--- config.mk ---
export PLATFORM = sky130hd
export DESIGN_NAME = lidar_scan_to_world_points
export DESIGN_NICKNAME = d
export VERILOG_FILES = /design/src/rtl/lsw_pkg.sv /design/src/rtl/lsw_cfg_regs.sv /design/src/rtl/lsw_cordic.sv /design/src/rtl/lidar_scan_to_world_points.sv
export SDC_FILE = /design/constraint.sdc
export NUM_CORES = 2
export LEC_CHECK = 0
export ABC_AREA = 1
export BUFFER_PORTS_ARGS = -buffer_cell sky130_fd_sc_hd__buf_2
export CAP_MARGIN = 10
export CORE_UTILIZATION = 60
export CTS_BUF_LIST = sky130_fd_sc_hd__clkbuf_8
export CTS_CLUSTER_DIAMETER = 200
export DETAILED_ROUTE_END_ITERATION = 8
export MAX_ROUTING_LAYER = met4
export PLACE_DENSITY = 0.74
export RECOVER_POWER = 50
export SKIP_CTS_REPAIR_TIMING = 1
export SLEW_MARGIN = 20
export SYNTH_ARGS = -nofsm -noshare
export SYNTH_HDL_FRONTEND = slang
export SYNTH_SLANG_ARGS = --single-unit
--- constraint.sdc ---
create_clock -name clk -period 15.4 [get_ports clk]
set_clock_uncertainty 0.1 [all_clocks]
set_input_delay 2.31 -clock clk [delete_from_list [all_inputs] [get_ports clk]]
set_output_delay 2.31 -clock clk [all_outputs]
set_load 0.1 [all_outputs]
--- src/rtl/lsw_pkg.sv ---
`timescale 1ns / 1ps
// ============================================================================
// lsw_pkg
// Shared types, constants and the arctangent table of the scan transform.
// ============================================================================
package lsw_pkg;

    localparam int CORDIC_STEPS = 16;
    localparam int ATAN_DEPTH   = 24;
    localparam int ATAN_IDX_W   = $clog2(ATAN_DEPTH);

    localparam int RANGE_W  = 16;
    localparam int ANGLE_W  = 16;
    localparam int POSE_W   = 21;
    localparam int POINT_W  = 22;
    localparam int KINV_W   = 30;
    localparam int VEC_W    = 49;
    localparam int Z_W      = 32;
    localparam int FRAC_W   = 30;
    localparam int LOCAL_W  = VEC_W - FRAC_W;
    localparam int SUM_W    = POINT_W + 1;

    localparam int CFG_IDX_W  = 3;
    localparam int CFG_DATA_W = 21;

    localparam logic [KINV_W-1:0] KINV_Q30 = KINV_W'(652032874);

    localparam logic [CFG_IDX_W-1:0] REG_START_ANGLE  = 3'd0;
    localparam logic [CFG_IDX_W-1:0] REG_ANGLE_STEP   = 3'd1;
    localparam logic [CFG_IDX_W-1:0] REG_MIN_RANGE    = 3'd2;
    localparam logic [CFG_IDX_W-1:0] REG_MAX_RANGE    = 3'd3;
    localparam logic [CFG_IDX_W-1:0] REG_POSE_X       = 3'd4;
    localparam logic [CFG_IDX_W-1:0] REG_POSE_Y       = 3'd5;
    localparam logic [CFG_IDX_W-1:0] REG_POSE_HEADING = 3'd6;

    typedef struct packed {
        logic [ANGLE_W-1:0]       start_angle;
        logic [ANGLE_W-1:0]       angle_step;
        logic [RANGE_W-1:0]       min_range_mm;
        logic [RANGE_W-1:0]       max_range_mm;
        logic signed [POSE_W-1:0] pose_x_mm;
        logic signed [POSE_W-1:0] pose_y_mm;
        logic [ANGLE_W-1:0]       pose_heading;
    } cfg_t;

    typedef struct packed {
        logic               start;
        logic [RANGE_W-1:0] range_mm;
        logic [ANGLE_W-1:0] theta;
    } rot_req_t;

    typedef struct packed {
        logic                      done;
        logic signed [LOCAL_W-1:0] local_x;
        logic signed [LOCAL_W-1:0] local_y;
    } rot_rsp_t;

    function automatic logic [Z_W-1:0] atan_entry(input logic [ATAN_IDX_W-1:0] idx);
        logic [Z_W-1:0] v;
        unique case (idx)
            5'd0:    v = 32'h20000000;
            5'd1:    v = 32'h12E4051E;
            5'd2:    v = 32'h09FB385B;
            5'd3:    v = 32'h051111D4;
            5'd4:    v = 32'h028B0D43;
            5'd5:    v = 32'h0145D7E1;
            5'd6:    v = 32'h00A2F61E;
            5'd7:    v = 32'h00517C55;
            5'd8:    v = 32'h0028BE53;
            5'd9:    v = 32'h00145F2F;
            5'd10:   v = 32'h000A2F98;
            5'd11:   v = 32'h000517CC;
            5'd12:   v = 32'h00028BE6;
            5'd13:   v = 32'h000145F3;
            5'd14:   v = 32'h0000A2FA;
            5'd15:   v = 32'h0000517D;
            5'd16:   v = 32'h000028BE;
            5'd17:   v = 32'h0000145F;
            5'd18:   v = 32'h00000A30;
            5'd19:   v = 32'h00000518;
            5'd20:   v = 32'h0000028C;
            5'd21:   v = 32'h00000146;
            5'd22:   v = 32'h000000A3;
            5'd23:   v = 32'h00000051;
            default: v = '0;
        endcase
        return v;
    endfunction

endpackage

--- src/rtl/lsw_cfg_regs.sv ---
`timescale 1ns / 1ps
// ============================================================================
// lsw_cfg_regs
// Configuration register file: scan angles, range window and robot pose.
// ============================================================================
module lsw_cfg_regs (
    input  logic                           clk,
    input  logic                           rst_n,
    input  logic                           cfg_valid,
    output logic                           cfg_ready,
    input  logic [lsw_pkg::CFG_IDX_W-1:0]  cfg_index,
    input  logic [lsw_pkg::CFG_DATA_W-1:0] cfg_data,
    output lsw_pkg::cfg_t                  cfg
);
    import lsw_pkg::*;

    cfg_t cfg_reg;

    assign cfg_ready = 1'b1;
    assign cfg       = cfg_reg;

    always_ff @(posedge clk or negedge rst_n)
    begin
        if (!rst_n)
        begin
            cfg_reg.start_angle  <= '0;
            cfg_reg.angle_step   <= '0;
            cfg_reg.min_range_mm <= '0;
            cfg_reg.max_range_mm <= {RANGE_W{1'b1}};
            cfg_reg.pose_x_mm    <= '0;
            cfg_reg.pose_y_mm    <= '0;
            cfg_reg.pose_heading <= '0;
        end
        else if (cfg_valid)
        begin
            unique case (cfg_index)
                REG_START_ANGLE:  cfg_reg.start_angle  <= cfg_data[ANGLE_W-1:0];
                REG_ANGLE_STEP:   cfg_reg.angle_step   <= cfg_data[ANGLE_W-1:0];
                REG_MIN_RANGE:    cfg_reg.min_range_mm <= cfg_data[RANGE_W-1:0];
                REG_MAX_RANGE:    cfg_reg.max_range_mm <= cfg_data[RANGE_W-1:0];
                REG_POSE_X:       cfg_reg.pose_x_mm    <= $signed(cfg_data[POSE_W-1:0]);
                REG_POSE_Y:       cfg_reg.pose_y_mm    <= $signed(cfg_data[POSE_W-1:0]);
                REG_POSE_HEADING: cfg_reg.pose_heading <= cfg_data[ANGLE_W-1:0];
                default:          ;
            endcase
        end
    end

endmodule

--- src/rtl/lsw_cordic.sv ---
`timescale 1ns / 1ps
// ============================================================================
// lsw_cordic
// Iterative CORDIC rotator: one shared add/shift step per cycle.
// ============================================================================
module lsw_cordic (
    input  logic              clk,
    input  logic              rst_n,
    input  lsw_pkg::rot_req_t req,
    output lsw_pkg::rot_rsp_t rsp
);
    import lsw_pkg::*;

    typedef enum logic [2:0] {
        C_IDLE,
        C_LOAD,
        C_ITER,
        C_ROUND
    } cstate_t;

    cstate_t                   state_reg;
    logic [ATAN_IDX_W-1:0]     cnt_reg;
    logic [1:0]                quad_reg;
    logic [VEC_W-1:0]          mag_reg;
    logic signed [VEC_W-1:0]   x_reg;
    logic signed [VEC_W-1:0]   y_reg;
    logic signed [Z_W-1:0]     z_reg;
    logic                      done_reg;
    logic signed [LOCAL_W-1:0] ox_reg;
    logic signed [LOCAL_W-1:0] oy_reg;

    logic [ANGLE_W-1:0]              u;
    logic [13:0]                     resid;
    logic [RANGE_W+KINV_W-1:0]       prod;
    logic signed [VEC_W-1:0]         dx;
    logic signed [VEC_W-1:0]         dy;
    logic signed [Z_W-1:0]           tz;
    logic signed [VEC_W-1:0]         rx;
    logic signed [VEC_W-1:0]         ry;
    logic signed [VEC_W-1:0]         half;

    assign u     = req.theta + ANGLE_W'(8192);
    assign resid = {~u[13], u[12:0]};
    assign prod  = {{KINV_W{1'b0}}, req.range_mm} * {{RANGE_W{1'b0}}, KINV_Q30};
    assign dx    = y_reg >>> cnt_reg;
    assign dy    = x_reg >>> cnt_reg;
    assign tz    = $signed(atan_entry(cnt_reg));
    assign half  = VEC_W'(1) <<< (FRAC_W - 1);
    assign rx    = x_reg + half;
    assign ry    = y_reg + half;

    assign rsp.done    = done_reg;
    assign rsp.local_x = ox_reg;
    assign rsp.local_y = oy_reg;

    always_ff @(posedge clk or negedge rst_n)
    begin
        if (!rst_n)
        begin
            state_reg <= C_IDLE;
            done_reg  <= 1'b0;
            cnt_reg   <= '0;
        end
        else
        begin
            done_reg <= 1'b0;
            unique case (state_reg)
                C_IDLE:
                begin
                    if (req.start)
                    begin
                        mag_reg   <= VEC_W'(prod);
                        quad_reg  <= u[15:14];
                        z_reg     <= $signed({{2{resid[13]}}, resid, 16'b0});
                        state_reg <= C_LOAD;
                    end
                end
                C_LOAD:
                begin
                    unique case (quad_reg)
                        2'd0:
                        begin
                            x_reg <= $signed(mag_reg);
                            y_reg <= '0;
                        end
                        2'd1:
                        begin
                            x_reg <= '0;
                            y_reg <= $signed(mag_reg);
                        end
                        2'd2:
                        begin
                            x_reg <= -$signed(mag_reg);
                            y_reg <= '0;
                        end
                        default:
                        begin
                            x_reg <= '0;
                            y_reg <= -$signed(mag_reg);
                        end
                    endcase
                    cnt_reg   <= '0;
                    state_reg <= C_ITER;
                end
                C_ITER:
                begin
                    if (!z_reg[Z_W-1])
                    begin
                        x_reg <= x_reg - dx;
                        y_reg <= y_reg + dy;
                        z_reg <= z_reg - tz;
                    end
                    else
                    begin
                        x_reg <= x_reg + dx;
                        y_reg <= y_reg - dy;
                        z_reg <= z_reg + tz;
                    end
                    cnt_reg <= cnt_reg + 1'b1;
                    if (cnt_reg == ATAN_IDX_W'(CORDIC_STEPS - 1))
                    begin
                        state_reg <= C_ROUND;
                    end
                end
                C_ROUND:
                begin
                    ox_reg    <= rx[VEC_W-1:FRAC_W];
                    oy_reg    <= ry[VEC_W-1:FRAC_W];
                    done_reg  <= 1'b1;
                    state_reg <= C_IDLE;
                end
                default:
                begin
                    state_reg <= C_IDLE;
                end
            endcase
        end
    end

endmodule

--- src/rtl/lidar_scan_to_world_points.sv ---
`timescale 1ns / 1ps
// ============================================================================
// lidar_scan_to_world_points
// Turns laser range samples into saturated world-frame points.
// ============================================================================
// Input stream s_*: one range sample per item; tlast marks the last sample of
// a scan, tuser carries the not-finite flag and the scan-start flag.
// Output stream m_*: one point per sample; tuser is the valid flag, tlast
// copies the input tlast. Invalid samples give a zero point with tuser low.
// Configuration channel cfg_*: register index and data, always ready; write
// only while no sample is in flight.
// A valid sample passes from acceptance through S_START and S_WAIT, where the
// iterative CORDIC rotator does one shift-add step per cycle, and S_OUT into
// the output register; an invalid sample goes from acceptance straight to S_OUT.
// s_tready rises again as the output register loads; one sample is in flight
// at a time, and the output register lets the next sample enter while a point
// waits.
// When m_tready is low the finished point holds in the output register and the
// block stalls before loading the next one.
// Reset clears the beam angle, the configuration (max range to all ones) and
// empties the output register.
// ============================================================================
module lidar_scan_to_world_points (
    input  logic                           clk,
    input  logic                           rst_n,
    input  logic                           s_tvalid,
    output logic                           s_tready,
    input  logic [15:0]                    s_tdata,   // range_mm[15:0]
    input  logic [1:0]                     s_tuser,   // range_not_finite, scan_start
    input  logic                           s_tlast,   // scan_end
    output logic                           m_tvalid,
    input  logic                           m_tready,
    output logic [47:0]                    m_tdata,   // point_x_mm[21:0], point_y_mm[43:22]
    output logic                           m_tuser,   // point_valid
    output logic                           m_tlast,   // end_of_scan
    input  logic                           cfg_valid,
    output logic                           cfg_ready,
    input  logic [lsw_pkg::CFG_IDX_W-1:0]  cfg_index,
    input  logic [lsw_pkg::CFG_DATA_W-1:0] cfg_data
);
    import lsw_pkg::*;

    typedef enum logic [2:0] {
        S_IDLE,
        S_START,
        S_WAIT,
        S_OUT
    } state_t;

    cfg_t     cfg;
    rot_req_t req;
    rot_rsp_t rsp;

    state_t                    state_reg;
    logic [ANGLE_W-1:0]        beam_angle_reg;
    logic [RANGE_W-1:0]        range_reg;
    logic [ANGLE_W-1:0]        theta_reg;
    logic                      valid_reg;
    logic                      end_reg;
    logic signed [POINT_W-1:0] px_reg;
    logic signed [POINT_W-1:0] py_reg;
    logic                      m_tvalid_reg;
    logic [47:0]               m_tdata_reg;
    logic                      m_tuser_reg;
    logic                      m_tlast_reg;

    logic [ANGLE_W-1:0]      angle;
    logic                    in_valid;
    logic signed [SUM_W-1:0] sum_x;
    logic signed [SUM_W-1:0] sum_y;

    localparam logic signed [SUM_W-1:0] SAT_MAX = SUM_W'((1 << (POINT_W - 1)) - 1);
    localparam logic signed [SUM_W-1:0] SAT_MIN = -SUM_W'(1 << (POINT_W - 1));

    function automatic logic signed [POINT_W-1:0] sat(input logic signed [SUM_W-1:0] v);
        logic signed [POINT_W-1:0] r;
        priority if (v > SAT_MAX)
            r = SAT_MAX[POINT_W-1:0];
        else if (v < SAT_MIN)
            r = SAT_MIN[POINT_W-1:0];
        else
            r = v[POINT_W-1:0];
        return r;
    endfunction

    lsw_cfg_regs u_cfg (
        .clk       (clk),
        .rst_n     (rst_n),
        .cfg_valid (cfg_valid),
        .cfg_ready (cfg_ready),
        .cfg_index (cfg_index),
        .cfg_data  (cfg_data),
        .cfg       (cfg)
    );

    lsw_cordic u_cordic (
        .clk   (clk),
        .rst_n (rst_n),
        .req   (req),
        .rsp   (rsp)
    );

    assign angle    = s_tuser[1] ? cfg.start_angle : beam_angle_reg;
    assign in_valid = !s_tuser[0] && (s_tdata > cfg.min_range_mm)
                      && (s_tdata < cfg.max_range_mm);

    assign sum_x = SUM_W'(cfg.pose_x_mm) + SUM_W'(rsp.local_x);
    assign sum_y = SUM_W'(cfg.pose_y_mm) + SUM_W'(rsp.local_y);

    assign req.start    = (state_reg == S_START);
    assign req.range_mm = range_reg;
    assign req.theta    = theta_reg;

    assign s_tready = (state_reg == S_IDLE);
    assign m_tvalid = m_tvalid_reg;
    assign m_tdata  = m_tdata_reg;
    assign m_tuser  = m_tuser_reg;
    assign m_tlast  = m_tlast_reg;

    always_ff @(posedge clk or negedge rst_n)
    begin
        if (!rst_n)
        begin
            state_reg      <= S_IDLE;
            beam_angle_reg <= '0;
            m_tvalid_reg   <= 1'b0;
        end
        else
        begin
            if (m_tready && (state_reg != S_OUT))
            begin
                m_tvalid_reg <= 1'b0;
            end
            unique case (state_reg)
                S_IDLE:
                begin
                    if (s_tvalid)
                    begin
                        range_reg      <= s_tdata;
                        theta_reg      <= cfg.pose_heading + angle;
                        valid_reg      <= in_valid;
                        end_reg        <= s_tlast;
                        beam_angle_reg <= angle + cfg.angle_step;
                        px_reg         <= '0;
                        py_reg         <= '0;
                        state_reg      <= in_valid ? S_START : S_OUT;
                    end
                end
                S_START:
                begin
                    state_reg <= S_WAIT;
                end
                S_WAIT:
                begin
                    if (rsp.done)
                    begin
                        px_reg    <= sat(sum_x);
                        py_reg    <= sat(sum_y);
                        state_reg <= S_OUT;
                    end
                end
                S_OUT:
                begin
                    if (!m_tvalid_reg || m_tready)
                    begin
                        m_tvalid_reg <= 1'b1;
                        m_tdata_reg  <= {4'b0, py_reg, px_reg};
                        m_tuser_reg  <= valid_reg;
                        m_tlast_reg  <= end_reg;
                        state_reg    <= S_IDLE;
                    end
                end
                default:
                begin
                    state_reg <= S_IDLE;
                end
            endcase
        end
    end

endmodule

=== Word-level counts from Yosys, hierarchy flattened ===
Memory sizes are Yosys's and may differ from the RTL's.
Cells that the tools add are included.

* Memories kept: 1
* Output and inout bits: 53
* Word-level logic and storage cells: 139
* Bits in registers: 490
* ROM bits: 960

* Mux-type cells: 32
* Magnitude comparators: 6
* Shift-type cells: 2
* Equality and inequality tests: 21
* Reductions and logical operators: 31
* Add/sub/neg operators: 15
* Bitwise operators: 1
* $mul: 1

{| class="wikitable"
|+ Memories
! name !! depth !! width !! rd ports !! clocked after memory_dff !! wr ports !! RTL line !! source
|-
| (name not given) || 32 || 30 || 1 || 0 || 0 || lsw_pkg.sv:60 || <nowiki>unique case (idx)</nowiki>
|}

{| class="wikitable"
|+ Operator list
! cell !! number
|-
| $pmux 49 s2 || 4
|-
| $mux 22 || 7
|-
| $add 49x31->49 const B || 2
|-
| $add 49x49->49 || 2
|-
| $mux 49 || 2
|-
| $sshr 49x5->49 || 2
|-
| $sub 49x49->49 || 2
|-
| $pmux 22 s2 || 2
|-
| $mux 32 || 2
|-
| $pmux 32 s2 || 1
|-
| $neg 46->49 || 1
|-
| $mul 16x29->45 const B || 1
|-
| $add 21x19->22 || 2
|-
| $gt 22x22->1 const B || 2
|-
| $lt 22x22->1 const B || 2
|-
| $add 16x16->16 || 2
|-
| $add 32x32->32 || 1
|-
| $sub 32x32->32 || 1
|-
| $reduce_and 2->1 || 11
|-
| $eq 3x2->1 const B || 6
|-
| $add 16x14->16 const B || 1
|-
| $gt 16x16->1 || 1
|-
| $lt 16x16->1 || 1
|-
| $mux 16 || 1
|-
| other kinds (25) || 50
|}

=== Depth between registers and ports, before layout ===
* Depth after elaboration: 6
* Gate-level depth with buffers: 37
* Depth with buffers taken out: 34

=== Cells and area by module ===
Synthesis repeated with hierarchy kept, for this count alone.

* Cell total of the unflattened synthesis: 7049
* Area, all modules: 51186.6 sq um

{| class="wikitable"
|+ Modules (own cells, without submodules)
! module !! area each (sq um) !! instances !! cells an instance !! seq. area each (sq um)
|-
| lsw_cordic || 36771.5 || 1 || 5414 || 6656.4
|-
| lidar_scan_to_world_points || 9620.5 || 1 || 1094 || 4199.0
|-
| lsw_cfg_regs || 4794.6 || 1 || 541 || 3072.9
|}

=== Least setup slack after synthesis ===
OpenSTA, ideal clock, no wires.

* Path type: input-to-reg
* Start point: in rst_n
* End point: reg px_reg[0], enable pin
* Stages: 2
* Arrival: 5.690 ns
* Path slack: 9.099 ns
* Library setup time: 0.512 ns
* Data required time: 14.788 ns
* Cells stage by stage: inv_1 > a211oi_1

* Cells in the longest elaborated chain, start to end: 1

{| class="wikitable"
|+ RTL lines
! element !! RTL line !! source
|-
| from (decl) || lidar_scan_to_world_points.sv:25 || <nowiki>input logic rst_n,</nowiki>
|-
| $reduce_and 4->1 (no line) || -- ||
|-
| to (signal assigned) || lidar_scan_to_world_points.sv:157 || <nowiki>px_reg <= sat(sum_x);</nowiki>
|-
| to (decl) || lidar_scan_to_world_points.sv:60 || <nowiki>logic signed [POINT_W-1:0] px_reg;</nowiki>
|}

No other way between the ends.
A chain may end at the register's enable or synchronous reset.

=== Final worst setup path ===
* Start point: reg u_cordic.cnt_reg[1]
* End point: reg u_cordic.y_reg[44] (data pin)

* Cells in the longest elaborated chain, start to end: 4
* Elaborated cells on any way between the ends: 5
* Classes of those cells: add/sub: 2; shift: 1; mux: 2

{| class="wikitable"
|+ RTL lines
! element !! RTL line !! source
|-
| from (decl) || lsw_cordic.sv:22 || <nowiki>logic [ATAN_IDX_W-1:0] cnt_reg;</nowiki>
|-
| from (signal assigned) || lsw_cordic.sv:119 || <nowiki>cnt_reg <= cnt_reg + 1'b1;</nowiki>
|-
| $sshr 49x5->49 * || lsw_cordic.sv:46 || <nowiki>assign dy = x_reg >>> cnt_reg;</nowiki>
|-
| $add 49x49->49 / $sub 49x49->49 (equally long branches) || lsw_cordic.sv:110, lsw_cordic.sv:116 ||
|-
| $mux 49 * || lsw_cordic.sv:107 || <nowiki>if (!z_reg[Z_W-1])</nowiki>
|-
| $pmux 49 s2 * || lsw_cordic.sv:67 || <nowiki>unique case (state_reg)</nowiki>
|-
| to (signal assigned) || lsw_cordic.sv:89 || <nowiki>y_reg <= $signed(mag_reg);</nowiki>
|-
| to (signal assigned) || lsw_cordic.sv:110 || <nowiki>y_reg <= y_reg + dy;</nowiki>
|-
| to (signal assigned) || lsw_cordic.sv:116 || <nowiki>y_reg <= y_reg - dy;</nowiki>
|-
| to (decl) || lsw_cordic.sv:26 || <nowiki>logic signed [VEC_W-1:0] y_reg;</nowiki>
|}

Mark *: on every way between the ends. The rest lies on a longest branch, timed or not.

==> results.json <==
{
  "fin_ws_ns": 4.37,
  "hp-start": "py_reg[3]",
  "antenna_left": 0,
  "yosysWarnings": 0,
  "place_ws_ns": 8.36,
  "dieArea_sq_um": 82700,
  "antenna_found_initial": 8,
  "hold_violations": 0,
  "wl_per_cell_um": 22.5,
  "synth_edf_count": 339,
  "largest_reg_flops": 122,
  "r2r_cells": 27,
  "die_h_um": 288,
  "multi_input_area_sq_um": 30800,
  "yosys_most_used_dff": "edfxtp_1",
  "grt_usage_pct": 42.8,
  "worst_ep_arrival_time_ns": 11.43,
  "holdCritPathClass": "reg -> reg",
  "grt_pass1_wl_mm": 261,
  "path_class": "reg -> reg",
  "slowest_stage": "clkinvlp_2",
  "max-cap-violations": 12,
  "async_flop_share_pct": 30.5,
  "start_util_pct": 60.7,
  "nets": 7261,
  "wirelength_mm": 174,
  "yosysSeqAreaShare_pct": 28.5,
  "clkTransAtPathRegs_ns": 0.07,
  "syn_avg_cell_area_sq_um": 7.42,
  "synth_cell_type_count": 71,
  "grt_overflow_total": 0,
  "drc_errors": 0,
  "die_w_um": 288,
  "cts_sinks": 488,
  "grt_pass1_vias": 45110,
  "dpl_cell_area_sq_um": 50100,
  "startpoint": "u_cordic.cnt_reg[1]",
  "fillCellCount": 7216,
  "via_per_inst": 6.11,
  "setup_viol_count_final": 0,
  "htreeDepth": 3,
  "rsz0062_at_grt": "false",
  "areaGrowthSynthToFinish_pct": 6.25,
  "hpwl_mm": 138,
  "r2r_start": "u_cordic.cnt_reg[1]",
  "fin_crit_sh_pct": 71.6,
  "core_sq_um": 80500,
  "fin_setup_tns_ns": 0,
  "clk_path_buf_depth": 3,
  "worstSkewPairLatency_ns": 0.78,
  "drive_gt1_share_pct": 5.89,
  "cp.required_ns": 15.81,
  "cp_max_fo": 96,
  "vias": 47362,
  "dpl.cell_count": 7588,
  "fin_crit_ns": 11.03,
  "crit_top_cell": "nand2_1",
  "cp-end-kind": "flop",
  "violations": "capacitance limit, slew limit",
  "slew_headroom_pct": -143,
  "startpoint_type": "flop",
  "max_freq_mhz": 90.7,
  "fin_cells": 7753,
  "numCtsBuffers": 88,
  "slowest_delay_ns": 2.81,
  "drv_slew": 595,
  "cts_tree": "yes",
  "synth_seq_cells": 488,
  "placementRows": 104,
  "outcome": "complete, but fails checks",
  "area.sequential_sq_um": 13900,
  "hold_depth": 0,
  "dr.pass1.iters": 7,
  "synthesis.area_sq_um": 48900,
  "worstMarginPinSlew_ns": 3.62,
  "cts_root_buffer": "clkbuf_8",
  "port-buffer-count": 95,
  "grt_start_max_net_pins": 100,
  "syn_inst": 6592,
  "drt_iter0_drc": 5289,
  "place_congestion": 1.07,
  "ios": 101,
  "final_area_sq_um": 52000
}
-- final timing paths --
path / to / slack [ns]
setup / recovery: u_cordic.y_reg[44] / 4.37
hold / removal: m_tdata[25] / 0.32
setup reg to reg: u_cordic.y_reg[44] / 4.37
hold reg to reg: m_tdata[25] / 0.32
max in group asynchronous: u_cordic.cnt_reg[2] / 8.14
min in group asynchronous: u_cfg.cfg[75] / 2.45
-- critical path: cells and delay by family (launching register included) --
family	cells	cell delay, ns
buffers and inverters	4	3.55
XOR/XNOR	1	0.20
adder cells (fa/ha/maj)	2	0.61
AND/OR/NAND/NOR	15	4.55
AO/OA/AOI/OAI	5	1.01
flip-flops	1	0.62
-- per-stage QoR --
stage                     hold slack [ns]  util, %
after floorplan                     0.300        -
after global placement              0.302     62.2
after detailed placement            0.305     62.2
after CTS                           0.318     64.6
after global routing                0.323     64.5
final                               0.317     64.5
-- cells in the mapped netlist, types with 66 or more instances --
library cell	n	area share (%)
nand2_1	1561	12
inv_1	848	6.5
nand3_1	656	6.7
o21ai_0	482	4.9
nor2_1	437	3.4
a21oi_1	426	4.4
ha_1	418	11
edfxtp_1	339	21
xor2_1	212	3.8
fa_1	175	7.2
dfrtp_1	133	6.8
xnor2_1	90	1.6
clkbuf_1	83	0.64
nor3_1	66	0.68
-- area by class of cell --
cell class              instances  area share (%)
diodes                          2         0.00963
clock buffers                  93            2.46
clock inverters                68            1.30
inverters                     877            6.35
multi-input cells            5034            59.2
flip-flops and latches        488            26.8
well taps                    1060            2.55
repair buffers                131            1.34
-- logic make-up after synthesis --
group,share of synthesized area [%]
compound gates,13.9
xor+xnor,5.41
fa+ha+maj,17.8
buf+inv,8.76
flops,28.5
mux,0.274
other cells,0.0153
simple gates,25.3
-- metal layers --
layer,part of all wire [%],global-route usage [%],vias to the layer above
li1,-,-,22103
met3,10,9.41,512
met2,44,64.4,2380
met5,0,-,-
met1,39,53.5,22367
met4,5.9,23.0,0
-- placed cells by master (no fill, tap or decap), types with 21 or more instances in the layout --
cell type and instances:
dfrtp_1 129, o21ai_0 478, edfxtp_1 339, a21o_1 21
nand2_1 1561, nand4_1 36, o221ai_1 23, nand2_2 24
fa_1 175, nor2_1 435, inv_2 22, ha_1 417
clkbuf_1 29, or2_2 25, o22ai_1 49, nor4_1 24
nor3_1 65, o21ai_1 30, inv_1 871, a21oi_1 426
o21a_1 26, clkbuf_8 93, xor2_1 212, nand3_1 656
buf_2 75, buf_4 26, o211ai_1 27, a31oi_1 49
a21boi_0 23, xnor2_1 90
Power is left out: the tool's default activity adds up to more than one toggle a clock period on the data nets, which glitch-free logic cannot reach.
